`src/rtl/core/csxps_pkg.sv`:
```
// Shared types and constants for the cell-seeded xorshift Poisson sampler.
// Used by the top level and by the iterative divider; no dependencies.
`default_nettype none

package csxps_pkg;

   // Item opcodes.
   localparam logic [1:0] OP_SEED    = 2'd0;
   localparam logic [1:0] OP_RAW     = 2'd1;
   localparam logic [1:0] OP_POISSON = 2'd2;
   localparam logic [1:0] OP_UNUSED  = 2'd3;

   // Register indexes on the configuration port.
   localparam logic [1:0] CSR_SEED_OFFSET    = 2'd0;
   localparam logic [1:0] CSR_LAMBDA_Q16     = 2'd1;
   localparam logic [1:0] CSR_EXP_NEG_LAMBDA = 2'd2;
   localparam logic [1:0] CSR_COUNT_LIMIT    = 2'd3;

   localparam logic [31:0] RST_SEED_OFFSET    = 32'd0;
   localparam logic [31:0] RST_LAMBDA_Q16     = 32'd65536;
   localparam logic [31:0] RST_EXP_NEG_LAMBDA = 32'd1580030168;
   localparam logic [15:0] RST_COUNT_LIMIT    = 16'd10000;

   // Integer hash constants for seeding from a cell.
   localparam logic [31:0] HASH_XOR = 32'd61;
   localparam logic [31:0] HASH_MUL = 32'd668265261;

   // Term times lambda, shifted right by 16, leaves a 48-bit dividend.
   localparam int QUO_WIDTH = 48;

   typedef struct packed {
      logic busy;
      logic done;
   } div_stat_type;

   function automatic logic [31:0] xs_next(input logic [31:0] s);
      logic [31:0] a;
      logic [31:0] b;
      a = s ^ (s << 13);
      b = a ^ (a >> 17);
      return b ^ (b << 5);
   endfunction

   // First half of the cell hash, up to the big multiply.
   function automatic logic [31:0] hash_pre(input logic [31:0] s);
      logic [31:0] v1;
      logic [31:0] v2;
      v1 = (s ^ HASH_XOR) ^ (s >> 16);
      v2 = (v1 << 3) + v1;
      return v2 ^ (v2 >> 4);
   endfunction

endpackage

`default_nettype wire

```
`src/rtl/core/csxps_div.sv`:
```
// Restoring divider, one quotient bit per cycle.
// Depends on csxps_pkg for the status struct.
`default_nettype none

module csxps_div import csxps_pkg::*; #(
   parameter int DIVIDEND_WIDTH = 48,
   parameter int DIVISOR_WIDTH  = 16
) (
   input  wire logic                      clock,
   input  wire logic                      reset,
   input  wire logic                      start,
   input  wire logic [DIVIDEND_WIDTH-1:0] dividend,
   input  wire logic [DIVISOR_WIDTH-1:0]  divisor,
   output logic [DIVIDEND_WIDTH-1:0]      quotient,
   output div_stat_type                   stat
);

   localparam int STEP_WIDTH = $clog2(DIVIDEND_WIDTH);

   logic                      busy_ff, busy_in;
   logic                      done_ff, done_in;
   logic [STEP_WIDTH-1:0]     step_ff, step_in;
   logic [DIVIDEND_WIDTH-1:0] quo_ff, quo_in;
   logic [DIVISOR_WIDTH-1:0]  rem_ff, rem_in;
   logic [DIVISOR_WIDTH-1:0]  dvs_ff, dvs_in;
   logic [DIVISOR_WIDTH:0]    trial;
   logic                      fits;

   // The remainder shifted left with the next dividend bit brought in.
   assign trial = {rem_ff, quo_ff[DIVIDEND_WIDTH-1]};
   assign fits  = (trial >= {1'b0, dvs_ff});

   always_comb begin
      busy_in = busy_ff;
      done_in = 1'b0;
      step_in = step_ff;
      quo_in  = quo_ff;
      rem_in  = rem_ff;
      dvs_in  = dvs_ff;
      if (start) begin
         busy_in = 1'b1;
         step_in = '0;
         quo_in  = dividend;
         rem_in  = '0;
         dvs_in  = divisor;
      end else if (busy_ff) begin
         quo_in  = {quo_ff[DIVIDEND_WIDTH-2:0], fits};
         rem_in  = fits ? DIVISOR_WIDTH'(trial - {1'b0, dvs_ff})
                        : trial[DIVISOR_WIDTH-1:0];
         step_in = step_ff + 1'b1;
         if (step_ff == STEP_WIDTH'(DIVIDEND_WIDTH - 1)) begin
            busy_in = 1'b0;
            done_in = 1'b1;
         end
      end
   end

   always_ff @(posedge clock) begin
      if (reset) begin
         busy_ff <= 1'b0;
         done_ff <= 1'b0;
      end else begin
         busy_ff <= busy_in;
         done_ff <= done_in;
      end
      step_ff <= step_in;
      quo_ff  <= quo_in;
      rem_ff  <= rem_in;
      dvs_ff  <= dvs_in;
   end

   assign quotient  = quo_ff;
   assign stat.busy = busy_ff;
   assign stat.done = done_ff;

endmodule

`default_nettype wire

```
`src/rtl/core/cell_seeded_xorshift_poisson_sampler.sv`:
```
// Cell-seeded xorshift32 generator with an inverse-transform Poisson sampler.
// Depends on csxps_pkg and on the iterative divider csxps_div.
//
// Usage: an item transfers on the req_ channel when req_valid and req_ready are
// both high. The opcode picks a seed from the cell coordinates, a raw draw or a
// Poisson draw. Each item gives exactly one result on the rsp_ channel.
// The block works on one item at a time and drops req_ready until its result
// sits in the output register; it then takes the next item even while that
// result still waits for rsp_ready.
// The unused opcode returns the generator state. A seed passes through the
// mix, multiply and finish states; a Poisson draw loops through test,
// multiply, start and divide once per counted event. Each Poisson pass
// costs one shared 32x32 multiply (registered) and a 48-step restoring
// divide, one quotient bit per cycle; the divide sets the pass length.
// A stalled receiver holds the result in the output register; a finished
// item waits in ST_OUT for that register to free before the next is taken.
// Reset clears the generator state to zero and loads the register defaults.
// Configuration writes on the csr_ port are registered; lambda is read on
// every Poisson pass, while e^-lambda and the count limit are copied when a draw starts.
`default_nettype none

module cell_seeded_xorshift_poisson_sampler import csxps_pkg::*; #(
   parameter int COUNT_WIDTH = 16
) (
   input  wire logic        clock,
   input  wire logic        reset,
   input  wire logic        req_valid,
   output logic             req_ready,
   input  wire logic [1:0]  req_opcode,
   input  wire logic [15:0] req_cell_x,
   input  wire logic [15:0] req_cell_y,
   output logic             rsp_valid,
   input  wire logic        rsp_ready,
   output logic [31:0]      rsp_result_value,
   output logic             rsp_limit_hit,
   input  wire logic        csr_we,
   input  wire logic [1:0]  csr_index,
   input  wire logic [31:0] csr_wdata
);

   localparam logic [3:0] ST_IDLE      = 4'd0;
   localparam logic [3:0] ST_SEED_MIX  = 4'd1;
   localparam logic [3:0] ST_SEED_MUL  = 4'd2;
   localparam logic [3:0] ST_SEED_FIN  = 4'd3;
   localparam logic [3:0] ST_POIS_TEST = 4'd4;
   localparam logic [3:0] ST_POIS_MUL  = 4'd5;
   localparam logic [3:0] ST_POIS_GO   = 4'd6;
   localparam logic [3:0] ST_POIS_DIV  = 4'd7;
   localparam logic [3:0] ST_OUT       = 4'd8;

   localparam logic [32:0] CNT_MASK = (33'd1 << COUNT_WIDTH) - 33'd1;

   logic [3:0]  state_ff, state_in;
   logic [31:0] seed_offset_ff, lambda_ff, exp_neg_ff;
   logic [15:0] count_limit_ff;
   logic [31:0] prng_ff, prng_in;

   logic [15:0] cx_ff, cx_in, cy_ff, cy_in;
   logic [31:0] mul_a_ff, mul_a_in, mul_b_ff, mul_b_in;
   logic [63:0] prod_ff;
   logic [31:0] u_ff, u_in, term_ff, term_in, total_ff, total_in;
   logic [COUNT_WIDTH-1:0] cnt_ff, cnt_in, limit_ff, limit_in;
   logic [31:0] res_ff, res_in;
   logic        flag_ff, flag_in;
   logic        rsp_valid_ff, rsp_valid_in;
   logic [31:0] rsp_value_ff;
   logic        rsp_flag_ff;

   logic                 div_start;
   logic [QUO_WIDTH-1:0] div_quo;
   div_stat_type         div_stat;

   logic        in_xfer;
   logic        out_load;
   logic [31:0] xs_val;
   logic [31:0] seed_sum;
   logic [31:0] seed_val;
   logic [31:0] hash_val;
   logic [31:0] term_sat;
   logic [32:0] total_sum;
   logic [32:0] limit_wide;

   assign in_xfer  = req_valid && req_ready;
   assign out_load = (state_ff == ST_OUT) && (!rsp_valid_ff || rsp_ready);
   assign xs_val   = xs_next(prng_ff);
   assign seed_sum = {cy_ff, cx_ff} + seed_offset_ff;
   assign seed_val = (seed_sum == 32'd0) ? 32'd1 : seed_sum;
   assign hash_val = prod_ff[31:0] ^ (prod_ff[31:0] >> 15);
   assign term_sat = (div_quo[QUO_WIDTH-1:32] != '0) ? 32'hFFFF_FFFF : div_quo[31:0];
   assign total_sum = {1'b0, total_ff} + {1'b0, term_sat};
   assign limit_wide = ({17'd0, count_limit_ff} < CNT_MASK) ? {17'd0, count_limit_ff}
                                                            : CNT_MASK;
   assign div_start = (state_ff == ST_POIS_GO);

   csxps_div #(
      .DIVIDEND_WIDTH (QUO_WIDTH),
      .DIVISOR_WIDTH  (COUNT_WIDTH)
   ) u_div (
      .clock    (clock),
      .reset    (reset),
      .start    (div_start),
      .dividend (prod_ff[QUO_WIDTH+15:16]),
      .divisor  (cnt_ff),
      .quotient (div_quo),
      .stat     (div_stat)
   );

   always_comb begin
      state_in = state_ff;
      prng_in  = prng_ff;
      cx_in    = cx_ff;
      cy_in    = cy_ff;
      mul_a_in = mul_a_ff;
      mul_b_in = mul_b_ff;
      u_in     = u_ff;
      term_in  = term_ff;
      total_in = total_ff;
      cnt_in   = cnt_ff;
      limit_in = limit_ff;
      res_in   = res_ff;
      flag_in  = flag_ff;
      unique case (state_ff)
         ST_IDLE: begin
            if (in_xfer) begin
               flag_in = 1'b0;
               unique case (req_opcode)
                  OP_SEED: begin
                     cx_in    = req_cell_x;
                     cy_in    = req_cell_y;
                     state_in = ST_SEED_MIX;
                  end
                  OP_RAW: begin
                     prng_in  = xs_val;
                     res_in   = xs_val;
                     state_in = ST_OUT;
                  end
                  OP_POISSON: begin
                     prng_in  = xs_val;
                     u_in     = xs_val;
                     term_in  = exp_neg_ff;
                     total_in = exp_neg_ff;
                     cnt_in   = '0;
                     limit_in = COUNT_WIDTH'(limit_wide);
                     state_in = ST_POIS_TEST;
                  end
                  OP_UNUSED: begin
                     res_in   = prng_ff;
                     state_in = ST_OUT;
                  end
                  default: state_in = ST_OUT;
               endcase
            end
         end
         ST_SEED_MIX: begin
            mul_a_in = hash_pre(seed_val);
            mul_b_in = HASH_MUL;
            state_in = ST_SEED_MUL;
         end
         ST_SEED_MUL: state_in = ST_SEED_FIN;
         ST_SEED_FIN: begin
            prng_in  = hash_val;
            res_in   = hash_val;
            state_in = ST_OUT;
         end
         ST_POIS_TEST: begin
            if ((u_ff > total_ff) && (cnt_ff < limit_ff)) begin
               cnt_in   = cnt_ff + {{(COUNT_WIDTH-1){1'b0}}, 1'b1};
               mul_a_in = term_ff;
               mul_b_in = lambda_ff;
               state_in = ST_POIS_MUL;
            end else begin
               res_in   = 32'(cnt_ff);
               flag_in  = (u_ff > total_ff);
               state_in = ST_OUT;
            end
         end
         ST_POIS_MUL: state_in = ST_POIS_GO;
         ST_POIS_GO:  state_in = ST_POIS_DIV;
         ST_POIS_DIV: begin
            if (div_stat.done) begin
               term_in  = term_sat;
               total_in = total_sum[32] ? 32'hFFFF_FFFF : total_sum[31:0];
               state_in = ST_POIS_TEST;
            end
         end
         ST_OUT: begin
            if (out_load) begin
               state_in = ST_IDLE;
            end
         end
         default: state_in = ST_IDLE;
      endcase
   end

   always_comb begin
      rsp_valid_in = rsp_valid_ff;
      if (out_load) begin
         rsp_valid_in = 1'b1;
      end else if (rsp_ready) begin
         rsp_valid_in = 1'b0;
      end
   end

   always_ff @(posedge clock) begin
      if (reset) begin
         state_ff       <= ST_IDLE;
         prng_ff        <= 32'd0;
         rsp_valid_ff   <= 1'b0;
         seed_offset_ff <= RST_SEED_OFFSET;
         lambda_ff      <= RST_LAMBDA_Q16;
         exp_neg_ff     <= RST_EXP_NEG_LAMBDA;
         count_limit_ff <= RST_COUNT_LIMIT;
      end else begin
         state_ff     <= state_in;
         prng_ff      <= prng_in;
         rsp_valid_ff <= rsp_valid_in;
         if (csr_we) begin
            unique case (csr_index)
               CSR_SEED_OFFSET:    seed_offset_ff <= csr_wdata;
               CSR_LAMBDA_Q16:     lambda_ff      <= csr_wdata;
               CSR_EXP_NEG_LAMBDA: exp_neg_ff     <= csr_wdata;
               CSR_COUNT_LIMIT:    count_limit_ff <= csr_wdata[15:0];
               default:            seed_offset_ff <= seed_offset_ff;
            endcase
         end
      end
      cx_ff    <= cx_in;
      cy_ff    <= cy_in;
      mul_a_ff <= mul_a_in;
      mul_b_ff <= mul_b_in;
      // The shared multiplier; its product is always registered before use.
      prod_ff  <= 64'(mul_a_ff) * 64'(mul_b_ff);
      u_ff     <= u_in;
      term_ff  <= term_in;
      total_ff <= total_in;
      cnt_ff   <= cnt_in;
      limit_ff <= limit_in;
      res_ff   <= res_in;
      flag_ff  <= flag_in;
      if (out_load) begin
         rsp_value_ff <= res_ff;
         rsp_flag_ff  <= flag_ff;
      end
   end

   assign req_ready        = (state_ff == ST_IDLE);
   assign rsp_valid        = rsp_valid_ff;
   assign rsp_result_value = rsp_value_ff;
   assign rsp_limit_hit    = rsp_flag_ff;

   // The divider only runs while the sequencer waits for it.
   a_div_busy_in_wait: assert property (@(posedge clock) disable iff (reset)
      div_stat.busy |-> (state_ff == ST_POIS_DIV))
      else $error("divider busy outside the divide wait");

   // The divide wait never stalls on an idle divider.
   a_div_wait_live: assert property (@(posedge clock) disable iff (reset)
      (state_ff == ST_POIS_DIV) |-> (div_stat.busy || div_stat.done))
      else $error("waiting on a divider that is not running");

   // The count never passes the effective limit.
   a_cnt_bound: assert property (@(posedge clock) disable iff (reset)
      (state_ff == ST_POIS_TEST) |-> (cnt_ff <= limit_ff))
      else $error("Poisson count beyond its limit");

   // A new result is loaded only into a free or draining output register.
   a_out_slot: assert property (@(posedge clock) disable iff (reset)
      out_load |-> (!rsp_valid_ff || rsp_ready))
      else $error("result overwrote a pending transfer");

endmodule

`default_nettype wire
```
`config.mk`:
```
export PLATFORM = sky130hd
export DESIGN_NAME = cell_seeded_xorshift_poisson_sampler
export DESIGN_NICKNAME = d
export VERILOG_FILES = /design/src/rtl/core/csxps_pkg.sv /design/src/rtl/core/csxps_div.sv /design/src/rtl/core/cell_seeded_xorshift_poisson_sampler.sv
export SDC_FILE = /design/constraint.sdc
export NUM_CORES = 2
export LEC_CHECK = 0
export ABC_CLOCK_PERIOD_IN_PS = 10250
export BUFFER_PORTS_ARGS = -buffer_cell sky130_fd_sc_hd__buf_2
export CAP_MARGIN = 10
export CORE_MARGIN = 8
export CORE_UTILIZATION = 50
export CTS_BUF_LIST = sky130_fd_sc_hd__clkbuf_8
export DETAILED_ROUTE_END_ITERATION = 6
export HOLD_SLACK_MARGIN = 0.02
export PLACE_DENSITY = 0.66
export SLEW_MARGIN = 20
export SYNTH_ARGS = -nofsm -noshare
export SYNTH_HDL_FRONTEND = slang
export SYNTH_SLANG_ARGS = --single-unit
```
`constraint.sdc`:
```
create_clock -name clock -period 10.25 [get_ports clock]
set_input_delay 2.05 -clock clock [delete_from_list [all_inputs] [get_ports clock]]
set_output_delay 2.05 -clock clock [all_outputs]
set_load 0.02 [all_outputs]
```
# Word-level counts from Yosys, hierarchy flattened
# Index checks and enable logic that the tools add are counted.
classes:
  n_shift: 0
  order_cmp: 4
  n_reduce_logical: 33
  n_addsub: 6
  n_bitwise: 8
  n_mul: 1
  n_eq_ne: 23
  div_mod_pow: 0
  muxes: 42
op_table:
  columns: ["operator", "n"]
  rows:
  - ["2-to-1 mux 32 bit", 13]
  - ["case mux 32 bit (2 select lines)", 6]
  - ["2-to-1 mux 48 bit", 2]
  - ["case mux 32 bit (3 select lines)", 1]
  - ["adder 32 bit", 2]
  - ["multiplier 32 x 32 -> 64 bit", 1]
  - ["2-to-1 mux 16 bit", 4]
  - ["XOR 32 bit", 2]
  - ["case mux 4 bit (9 select lines)", 1]
  - ["adder 32 x 32 -> 33 bit", 1]
  - ["> comparator 32 bit", 1]
  - ["logical NOT 32 bit", 1]
  - ["case mux 16 bit (2 select lines)", 1]
  - ["XOR 32 x 15 -> 32 bit", 1]
  - ["XOR 32 x 16 -> 32 bit", 1]
  - ["XOR 32 x 17 -> 32 bit", 1]
  - ["XOR 32 x 28 -> 32 bit", 1]
  - [">= comparator 17 x 16 -> 1 bit", 1]
  - ["adder 16 x 1 -> 16 bit (second input constant)", 1]
  - ["== test 4 x 3 -> 1 bit (second input constant)", 4]
  - ["less-than comparator 16 bit", 1]
  - ["less-than comparator 16 bit (second input constant)", 1]
  - ["2-to-1 mux 4 bit", 4]
  - ["nonzero test 16 bit", 1]
  - ["28 further kinds", 64]
word_totals:
  ff_bits: 591
  n_memories: 0
  romBits: 0
  mem_bits_rw: 0
  latch_bits: 0
  output_inout_bits: 35

# Depth between registers and ports, before layout
logic_depth:
  word_depth: 8
  depth_mapped: 30

# Modules after synthesis
# From an unflattened synthesis, not the netlist that was laid out.
unflattened:
  cells_unflattened: 6658
  hier_area_um2: 63049.2
by_module_without_submodules:
  columns: ["mod", "cells_each", "area_each_um2", "n_inst", "seq_area_each_um2"]
  rows:
  - ["cell_seeded_xorshift_poisson_sampler", 6297, 58646.2, 1, 12972.4]
  - ["csxps_div", 361, 4403.0, 1, 2402.3]

# Worst setup path before layout
# No wires, ideal clock.
synth_timing:
  path_type: "reg-to-reg"
  from: "reg cnt_ff[1]"
  to: "reg mul_a_ff[0] (enable)"
  synth_period_minus_slack_ps: 7399
  path_stages_with_launch: 12
  slack_ps: 2851
  arrival_time_ps: 6817
  cell_sequence: "edfxtp_1 -> ha_1 -> a21o_1 -> a21o_1 -> a21o_1 -> a21o_1 -> a21o_1 -> a211oi_1 -> o21ai_0 -> a21oi_1 -> nand3b_1 -> a211oi_1"
synth_via:
  elab_chain_cells: 4
synth_rtl:
  columns: ["element", "line", "rtl"]
  rows:
  - ["start: declaration", "cell_seeded_xorshift_poisson_sampler.sv:62", "logic [COUNT_WIDTH-1:0] cnt_ff, cnt_in, limit_ff, limit_in;"]
  - ["start signal: assignment", "cell_seeded_xorshift_poisson_sampler.sv:236", "cnt_ff <= cnt_in;"]
  - ["less-than comparator 16 bit", "cell_seeded_xorshift_poisson_sampler.sv:166", "if ((u_ff > total_ff) && (cnt_ff < limit_ff)) begin"]
  - ["logical AND 1 bit", "cell_seeded_xorshift_poisson_sampler.sv:166", null]
  - ["!= test 2 bit (no line)", null, null]
  - ["AND reduction 2 bit (no line)", null, null]
  - ["end signal: assignment", "cell_seeded_xorshift_poisson_sampler.sv:229", "mul_a_ff <= mul_a_in;"]
  - ["end: declaration", "cell_seeded_xorshift_poisson_sampler.sv:59", "logic [31:0] mul_a_ff, mul_a_in, mul_b_ff, mul_b_in;"]
# No other way between the ends.
# A chain may end at the register's enable or synchronous reset.

# Worst setup path after layout
layout_timing:
  from: "reg mul_a_ff[10]"
  to: "reg prod_ff[61]"
layout_via:
  elab_chain_cells: 1
layout_rtl:
  columns: ["element", "line", "rtl"]
  rows:
  - ["multiplier 32 x 32 -> 64 bit", "cell_seeded_xorshift_poisson_sampler.sv:232", "prod_ff <= 64'(mul_a_ff) * 64'(mul_b_ff);"]
  - ["end signal: assignment", "cell_seeded_xorshift_poisson_sampler.sv:232", null]
  - ["end: declaration", "cell_seeded_xorshift_poisson_sampler.sv:60", "logic [63:0] prod_ff;"]
# No other way between the ends.

==> results.md <==
- Die Wd: ~370 um
- Seq/Total Area, Yosys: 0.246
- Reg2reg setup slack: 1530 ps
- Total track usage: 0.257
- Largest net degree at the start of global routing: 78
- Row count: 130
- Mapped cell area: approximately 63000 sq um
- Ranking of synthesized cells by area: fa_1 29%, edfxtp_1 17%, ha_1 8.5%, dfxtp_1 7.6%, nand2_1 6.0%
- Die Y: 370 um
- Clock latency on the worst-skew pair: roughly 770 ps
- Main synth FF type: edfxtp_1
- Worst Tran Pin Value: around 1100 ps
- I/O pins: ~110
- Post-route clock period utilization: 0.850
- Synthesized Nets: approximately 8.1k
- Critical path required time: 10860 ps
- Fin. max-slew vios: 0
- CTS tree: built
- CTS max path bufs: 3
- Routability cong.: between 0.9 and 1
- Layout cells sized above 1: 0.0609
- Total core area: 125000 sq um
- Number of global-route vias before repair: around 48k
- RSZ-0062 raised after global routing: no
- Port Buffer Count: around 110
- Slew HR: 0.255
- Initial DRC count: slightly above 4k
- DR WL/cell: approximately 21 um
- Crit path top cell by count: fa_1
- Starting Density: 0.501
- Final ANT Viol Nets: 0
- Max FO, Critical Path: 17
- Global-route wire length before repair: 276 mm
- Endpoints failing setup: 0
- Status: completed
- Fill count: ~11k
- Cts bufs inserted: 90
- Worst min path class: reg -> reg
- Resized cells post-CTS: 0
- CP peak stage delay: roughly 800 ps
- TNS Setup: 0 ps
- Global route overflow: 0
- Async set-reset flop share out of synthesis: 0
- First-pass iteration count of the detailed router: 6
- Final Hold Vio Count: 0
- Clock Skew: 43.6 ps
- Sequence of cells on the critical path: buf_4 -> and2_1 -> fa_1 -> inv_1 -> fa_1 -> inv_1 -> fa_1 -> inv_1 -> fa_1 -> inv_1 -> fa_1 -> fa_1 -> fa_1 -> fa_1 -> ha_1 -> nand2_1 -> nor2_1 -> nand3_1 -> a211oi_1 -> o21ai_1 -> o21ai_0 -> nand2_1 -> o311ai_0 -> xor2_1
- Residual DRC: 0
- Netlist cell types: 74
- Net count, final: 8017
- Area Growth Syn to Fin: 6.38%
- Final hold slack: just over 400 ps
- Root buffer cell: clkbuf_8
- Slowest cell on crit path: edfxtp_1
- Arr. time, crit path: around 9300 ps
- Setup CP Type: reg -> reg
- H-tree Lvls: 3
- Die footprint: between 100000 and 150000 sq um
- Clock sink count: ~590
- Fmax: between 100 and 150 MHz
- Yosys warns: 0
- Synth area leader: fa_1
- CP Capture Type: flop
- Cts-stage hold buffer count: 0
- Initial antenna violation count: 4
- Minimum clock period: 8720 ps
- DR vias: between 40k and 50k
- Share of the synthesized area in the top cell type: 0.288
- Vias per cell: ~5.5
- Commonest cells in the netlist: 1007 x nand2_1, 975 x inv_1, 900 x fa_1, 600 x and2_1, 424 x ha_1
- Wirelength, routed: about 170 mm
- Setup crit start kind: flop
- Clock Pin Slew Worst Setup and Hold Paths: roughly 70 ps
- Avg Inst Size Synth: approximately 9.4 sq um
- Post-synth EDFFs: between 300 and 400
- Max-capacitance violation count: 0
- DP HPWL: between 100 and 150 mm
- Most common cell in the synthesized netlist: nand2_1
- Post-CTS setup buffer count: 0
- Syn Inst Count: between 6k and 7k
- Seq cells post-synth: ~590
-- stage by stage --
step	setup slack (ps)	cell area, sq um	util	std cells
after global routing	1240	66600	0.533	8349
after global placement	1760	64600	0.517	8172
after floorplan	2850	62600	-	6685
after detailed placement	1730	64600	0.517	8175
final	1530	66600	0.533	8351
after CTS	1590	66500	0.532	8344
-- cell families (layout without fill, tap and decap cells) --
family | Yosys count | after routing | share of synthesized area
AO/OA/AOI/OAI | 896 | 896 | 0.0864
XOR/XNOR | 295 | 295 | 0.0413
adder cells (fa/ha/maj) | 1324 | 1324 | 0.373
buffers and inverters | 1336 | 1348 | 0.0802
flip-flops | 591 | 591 | 0.246
multiplexers | 23 | 23 | 0.00372
other | 0 | 4 | 0
AND/OR/NAND/NOR | 2220 | 2220 | 0.170
-- path summary, 6_finish.rpt --
check,cells past startpoint,to,startpoint
hold / removal,0,rsp_result_value[2],res_ff[2]
hold reg to reg,0,rsp_result_value[2],res_ff[2]
setup reg to reg,24,prod_ff[61],mul_a_ff[10]
setup / recovery,24,prod_ff[61],mul_a_ff[10]
-- layout by cell type (no fill, tap or decap), types with 183 or more instances in the layout --
cell	instances
fa_1	900
xnor2_1	183
edfxtp_1	354
a21oi_1	391
dfxtp_1	237
ha_1	423
and2_1	599
nor2_1	258
inv_1	1005
nand2_1	1007
-- state kept, by name, summed over array words and instances, names as in the netlist, 32 cells and up --
register and flops:
seed_offset_ff 32, u_div.quotient 48, term_ff 32, prng_ff 32, mul_b_ff 32, lambda_ff 32, total_ff 32, prod_ff 64
res_ff 32, exp_neg_ff 32, rsp_result_value 32, u_ff 32, mul_a_ff 32
-- worst max-delay path, delay by kind of cell, from the launching register on --
family / cells / cell delay, ps
AOI/OAI and AO/OA: 4 / 1530
and+or+nand+nor: 5 / 960
buffers and inverters: 5 / 610
DFF: 1 / 780
xor gates and xnor gates: 1 / 110
adders and majority gates: 9 / 4550
-- layout make-up --
| class | count | area (sq um) | area share |
|---|---|---|---|
| Tap cell | 1650 | 2060 | 0.0310 |
| Multi-Input combinational cell | 4758 | 42300 | 0.635 |
| Inverter | 977 | 3670 | 0.0551 |
| Antenna cell | 4 | 10.0 | 0.000150 |
| Sequential cell | 591 | 15400 | 0.231 |
| Timing Repair Buffer | 202 | 1330 | 0.0200 |
| Clock buffer | 103 | 1420 | 0.0213 |
| Clock inverter | 66 | 437 | 0.00656 |
-- layer usage --
metal	global-route usage	up-vias	part of all wire
li1	-	21000	-
met1	0.362	23000	0.43
met2	0.406	1743	0.45
met3	0.0488	276	0.088
met4	0.0768	0	0.029
met5	0	-	0
Power is left out: the tool's default activity adds up to more than one toggle a clock period on the data nets, which glitch-free logic cannot reach.
